**src/sv/swm_pkg.sv**
```systemverilog
`timescale 1ns / 1ps

package swm_pkg;

    localparam int MAX_WINDOW   = 64;
    localparam int SAMPLE_W     = 32;
    localparam int MEDIAN_W     = SAMPLE_W + 1;
    localparam int WIN_W        = 7;
    localparam int IDX_W        = $clog2(MAX_WINDOW);
    localparam int OUT_TDATA_W  = ((MEDIAN_W + 7) / 8) * 8;
    localparam logic [WIN_W-1:0] WINDOW_RESET = WIN_W'(3);

    typedef struct packed {
        logic [SAMPLE_W-1:0] x;
        logic [SAMPLE_W-1:0] v_old;
        logic                del;
        logic                clr;
    } cell_bcast_t;

    typedef struct packed {
        logic [SAMPLE_W-1:0] val;
        logic                vld;
        logic                le;
    } cell_nb_t;

endpackage

```
**src/sv/swm_cell.sv**
```systemverilog
`timescale 1ns / 1ps

module swm_cell
    import swm_pkg::*;
(
    input  logic                clk,
    input  logic                rst_n,
    input  logic                wipe,
    input  logic                en,
    input  cell_bcast_t         bc,
    input  logic [SAMPLE_W-1:0] up_val,
    input  logic                up_vld,
    input  cell_nb_t            lo_nb,
    output cell_nb_t            nb,
    output logic [SAMPLE_W-1:0] s_val,
    output logic                s_vld
);

    logic [SAMPLE_W-1:0] val_reg;
    logic [SAMPLE_W-1:0] val_next;
    logic                vld_reg;
    logic                vld_next;
    logic                vld_cur;
    logic                up_vld_cur;
    logic                lt_old;
    logic                shift;

    // Removing the oldest sample shifts every entry at or above it down by one.
    // The new sample then goes in front of the first entry greater than it.
    always_comb
    begin
        vld_cur    = vld_reg & ~bc.clr;
        up_vld_cur = up_vld & ~bc.clr;
        lt_old     = vld_cur && ($signed(val_reg) < $signed(bc.v_old));
        shift      = bc.del && !lt_old;
        nb.val     = shift ? up_val : val_reg;
        nb.vld     = shift ? up_vld_cur : vld_cur;
        nb.le      = nb.vld && ($signed(nb.val) <= $signed(bc.x));
        priority if (nb.le)
        begin
            val_next = nb.val;
            vld_next = 1'b1;
        end
        else if (lo_nb.le)
        begin
            val_next = bc.x;
            vld_next = 1'b1;
        end
        else
        begin
            val_next = lo_nb.val;
            vld_next = lo_nb.vld;
        end
    end

    always_ff @(posedge clk or negedge rst_n)
    begin
        if (!rst_n)
        begin
            vld_reg <= 1'b0;
        end
        else if (wipe)
        begin
            vld_reg <= 1'b0;
        end
        else if (en)
        begin
            vld_reg <= vld_next;
        end
    end

    always_ff @(posedge clk)
    begin
        if (en)
        begin
            val_reg <= val_next;
        end
    end

    assign s_val = val_reg;
    assign s_vld = vld_reg;

endmodule

```
**config.mk**
```make
export PLATFORM = sky130hd
export DESIGN_NAME = swm_cell
export DESIGN_NICKNAME = d
export VERILOG_FILES = /design/src/sv/swm_pkg.sv /design/src/sv/swm_cell.sv
export SDC_FILE = /design/constraint.sdc
export NUM_CORES = 1
export LEC_CHECK = 0
export CAP_MARGIN = 10
export CORE_UTILIZATION = 43
export CTS_BUF_LIST = sky130_fd_sc_hd__clkbuf_16
export DETAILED_ROUTE_END_ITERATION = 12
export DONT_BUFFER_PORTS = 1
export SYNTH_ARGS = -nofsm -noshare
export SYNTH_HDL_FRONTEND = slang
export SYNTH_SLANG_ARGS = --single-unit
```
**constraint.sdc**
```tcl
create_clock -name clk -period 11.01 [get_ports clk]
set_input_delay 2.7525 -clock clk [delete_from_list [all_inputs] [get_ports clk]]
set_output_delay 2.7525 -clock clk [all_outputs]
set_load 0.03 [all_outputs]
```
; ---- After elaboration in Yosys (flattened, before gate mapping)
; Cells that the tools add are included.
[classes]
muxes = 8
n_bitwise = 3
reduce_logical = 5
n_lt_le_gt_ge = 2
[ops]
columns = cell, n
row1 = $mux 32, 3
row2 = $le 32x32->1, 1
row3 = $lt 32x32->1, 1
row4 = $mux 1, 5
row5 = $logic_and 1x1->1, 3
row6 = $and 1x1->1, 2
row7 = $reduce_bool 2->1, 1
row8 = $logic_not 1->1, 1
row9 = $not 1->1, 1
[totals]
inputBits = 137
reg_bits = 33
wordCells = 20
output_inout_bits = 67

; ---- Depth between registers and ports, before layout
[logic_depth]
depth_word = 11
depth_mapped = 20
mapped_depth_nobuf = 18

; ---- Worst setup path after synthesis
; No wires, ideal clock.
[synth_timing]
kind = input -> output
start = input port bc[33] (netlist name)
end = output port nb[0] (netlist name)
setup_slack_ns = 1.424
required_ns = 8.257
n_path_buf = 2
t_arrival_ns = 6.833
cell_stages = 20
cell_sequence = inv_1 -> ha_1 -> nand4_1 -> nor4_2 -> a21oi_1 -> a2111o_1 -> nand2_1 -> nor2_2 -> buf_6 -> mux2_4 -> ha_1 -> a21o_1 -> a21o_1 -> a211oi_1 -> o21ai_0 -> a221oi_1 -> nor2_1 -> o31ai_4 -> buf_6 -> inv_1
[synth_lines]
columns = element, line_no
row1 = from (decl), swm_cell.sv:10  ; input cell_bcast_t bc,
row2 = to (decl), swm_cell.sv:14  ; output cell_nb_t nb,

==> flow_summary_export.csv <==
group,metric,value,unit
logic_synthesis,syn-mean-instance-area,10.3,sq um
cells_and_area,fin_nets,583,
worst_setup_path,crit_slowest_cell,"nor2_4",
die,start_util,0.448,
power,vdd_drop_max,0.0601,mV
outcome,status,"finished, violations left",
die,io_pins,204,
worst_setup_path,worstSetupPathType,"primary input to output pin",
cts,cts_setup_buffers,0,
min_path,worst_hold_path_type,"flop to flop",
outcome,violations,"DRC",
timing,setup_ws,854,ps
die,core_region_area,8810,sq um
drt,met2WireLength,5000,um
logic_synthesis,syn_nets,584,
die,fp.dieArea,9560,sq um
timing,fin_crit,10160,ps
timing,rsz0062_at_grt,"no",
cts,cts_buffer_depth,2,
worst_setup_path,cp_num_buf_inv,3,
logic_synthesis,synth-async-reset-ratio,0.0303,
die,rows,34,
cts,postCtsHoldBufs,0,
drt,wl_per_cell,20.1,um
worst_setup_path,end_kind,"output pin",
drt,wl_met1,4160,um
worst_setup_path,start_kind,"primary input",
timing,setup_tns,0,ps
grt,overflow,0,
drt,vias_per_cell,5.78,
worst_setup_path,cp_cell_sequence,"inv_1 -> ha_1 -> nand4_1 -> nor4_2 -> a21oi_1 -> nand3_1 -> a311oi_1 -> nor2_4 -> buf_4 -> mux2_2 -> ha_1 -> nor2b_1 -> o21a_1 -> o211ai_1 -> nand3_1 -> a221oi_1 -> and4b_1 -> o31ai_4 -> inv_1",
logic_synthesis,seq_area_frac_synth,0.250,
timing,worstMarginPinSlew,832,ps
timing,max_freq,0.0985,GHz
drt,vias,2846,
placed_design,port_buffers,0,
drt,wl_met3,627,um
placed_design,place.gp.congestion,0.777,
cts,h-tree-depth,2,
cells_and_area,fin_util,0.472,
logic_synthesis,synth_area,3950,sq um
worst_setup_path,arrival,7400,ps
drt,drt_iter0_drc,95,
worst_setup_path,cp.required,8260,ps
drt,highest_layer,"met4",
logic_synthesis,synthCells,384,
cts,cts_buffers,5,
cells_and_area,drive_gt1_frac,0.271,
cts,clk-insertion-delay-late,280,ps
grt,grt_max_degree,35,
grt,grt_use_total,0.207,
logic_synthesis,ys_types,35,
cts,cts.sinks,33,
timing,setup_viol,0,
die,fp.dieW,97.8,um
grt,grt_pass1_wl,15500,um
run,cap_viol_max_count,0,
grt,grt_antenna_before_repair,0,
power,power_density,120,nW/um^2
logic_synthesis,yosys_most_used_dff,"edfxtp_1",
power,p_leak,1.99,nW
logic_synthesis,ys_ff_latch,33,
cells_and_area,num_antenna_cells,0,
drt,drc,24,
cells_and_area,syn_to_final_growth,5.33,%
cts,cts_tree,"done",
cts,cts.repair.resized,0,
die,fp.dieH,97.8,um
timing,hold_viol,0,
timing,post-route-period-util,0.922,
timing,maxSlewHeadroom,0.444,
placed_design,place_ws,821,ps
drt,final_antenna_net_count,0,
timing,slew_violations,0,
cts,cts.clk_slew.worst_paths,60,ps
worst_setup_path,critPathTopFamily,"simple AND/OR/NAND/NOR gates",
cts,cts_root_buffer,"clkbuf_16",
timing,timing.hold.ws,806,ps
logic_synthesis,synth_edf_count,32,
logic_synthesis,yosys_warnings,0,
drt,drt-total-wl,9880,um
drt,firstDrtPassIters,8,
placed_design,dp_hpwl,7950,um
timing,skew,4.30,ps
worst_setup_path,slowest_delay,700,ps
worst_setup_path,crit_fanout,19,
grt,grt_pass1_vias,3042,
-- through the flow --
step,instance area [sq um],power [mW],instances
final,4160,0.501,492
after floorplan,3950,0.338,384
after global routing,4160,0.532,492
after global placement,4020,0.365,484
after detailed placement,4020,0.367,484
after CTS,4160,0.508,492
-- sequential cells by signal, indices dropped and copies added, names as in the netlist --
register	flops
s_val	32
s_vld	1
-- synthesized netlist by cell type, types with 5 or more instances --
cell / n / area, sq um
mux2_2: 63 / 709
nand2_1: 19 / 71.3
edfxtp_1: 32 / 961
nand3_1: 5 / 25.0
buf_6: 6 / 67.6
a21oi_1: 19 / 95.1
o21ai_0: 14 / 70.1
ha_1: 63 / 788
nand4_1: 8 / 50.1
nor2_1: 16 / 60.1
inv_1: 67 / 251
mux2_4: 29 / 435
-- logic make-up (layout without fill, tap and decap cells) --
kind of cell,Yosys count,in the layout,share of synthesized area
adder cells (fa/ha/maj),63,63,0.200
buffers and inverters,77,77,0.0847
flip-flops,33,33,0.250
AO/OA/AOI/OAI,54,54,0.0885
multiplexers,97,97,0.303
AND/OR/NAND/NOR,60,60,0.0739
-- layer usage --
metal | GRT usage | vias to the layer above
li1 | - | 1381
met1 | 0.250 | 1327
met2 | 0.374 | 130
met3 | 0.0465 | 8
met4 | 0.0431 | 0
met5 | 0 | -
-- final cells by class --
cell class | instances | area (sq um)
well taps | 108 | 135
repair buffers | 2 | 15.0
inverters | 67 | 251
flip-flops and latches | 33 | 986
clock buffers | 5 | 125
fillers | 843 | 4650
clock inverters | 3 | 12.5
multi-input cells | 274 | 2630
-- tightest hold or removal path, stage by stage, from the launching register on --
cell and delay [ps]:
dfrtp_1 540, nor2_1 170, a311oi_1 60
-- cell usage in the layout (no fill, tap or decap), types with 2 or more instances in the layout --
master / count
o21ai_0: 14
nand3_1: 5
nand2b_1: 3
a21oi_1: 19
o211ai_1: 4
a211oi_1: 2
clkbuf_16: 5
a221oi_1: 2
mux2_2: 63
a311oi_1: 2
nor2b_1: 2
ha_1: 63
mux2i_1: 4
clkinv_1: 2
a2111o_1: 2
nand2_1: 19
mux2_4: 29
nor2_1: 16
edfxtp_1: 32
buf_4: 2
inv_1: 67
nor3_1: 2
a21o_1: 4
nand4_1: 8
-- where the power goes --
group / total, mW / switching [mW] / leakage [nW] / internal [mW]
clock: 0.136 / 0.0544 / 0.0687 / 0.0819
combinational: 0.177 / 0.0991 / 1.59 / 0.0779
sequential: 0.187 / 0.0336 / 0.326 / 0.154
total: 0.501 / 0.187 / 1.99 / 0.314
-- worst paths after layout --
path                                startpoint                   to  slack (ps)  depth (start not counted)
setup reg to reg           s_val[31]$_DFFE_PP_  s_val[16]$_DFFE_PP_        4790                         19
max in group asynchronous                rst_n    s_vld$_DFFE_PN0P_        8780                          0
min in group asynchronous                rst_n    s_vld$_DFFE_PN0P_        2170                          0
hold reg to reg              s_vld$_DFFE_PN0P_    s_vld$_DFFE_PN0P_         810                          2
hold / removal               s_vld$_DFFE_PN0P_    s_vld$_DFFE_PN0P_         810                          2
setup / recovery                        bc[33]                nb[0]         850                         19
Note: power is estimated with default switching activity, not from simulation.
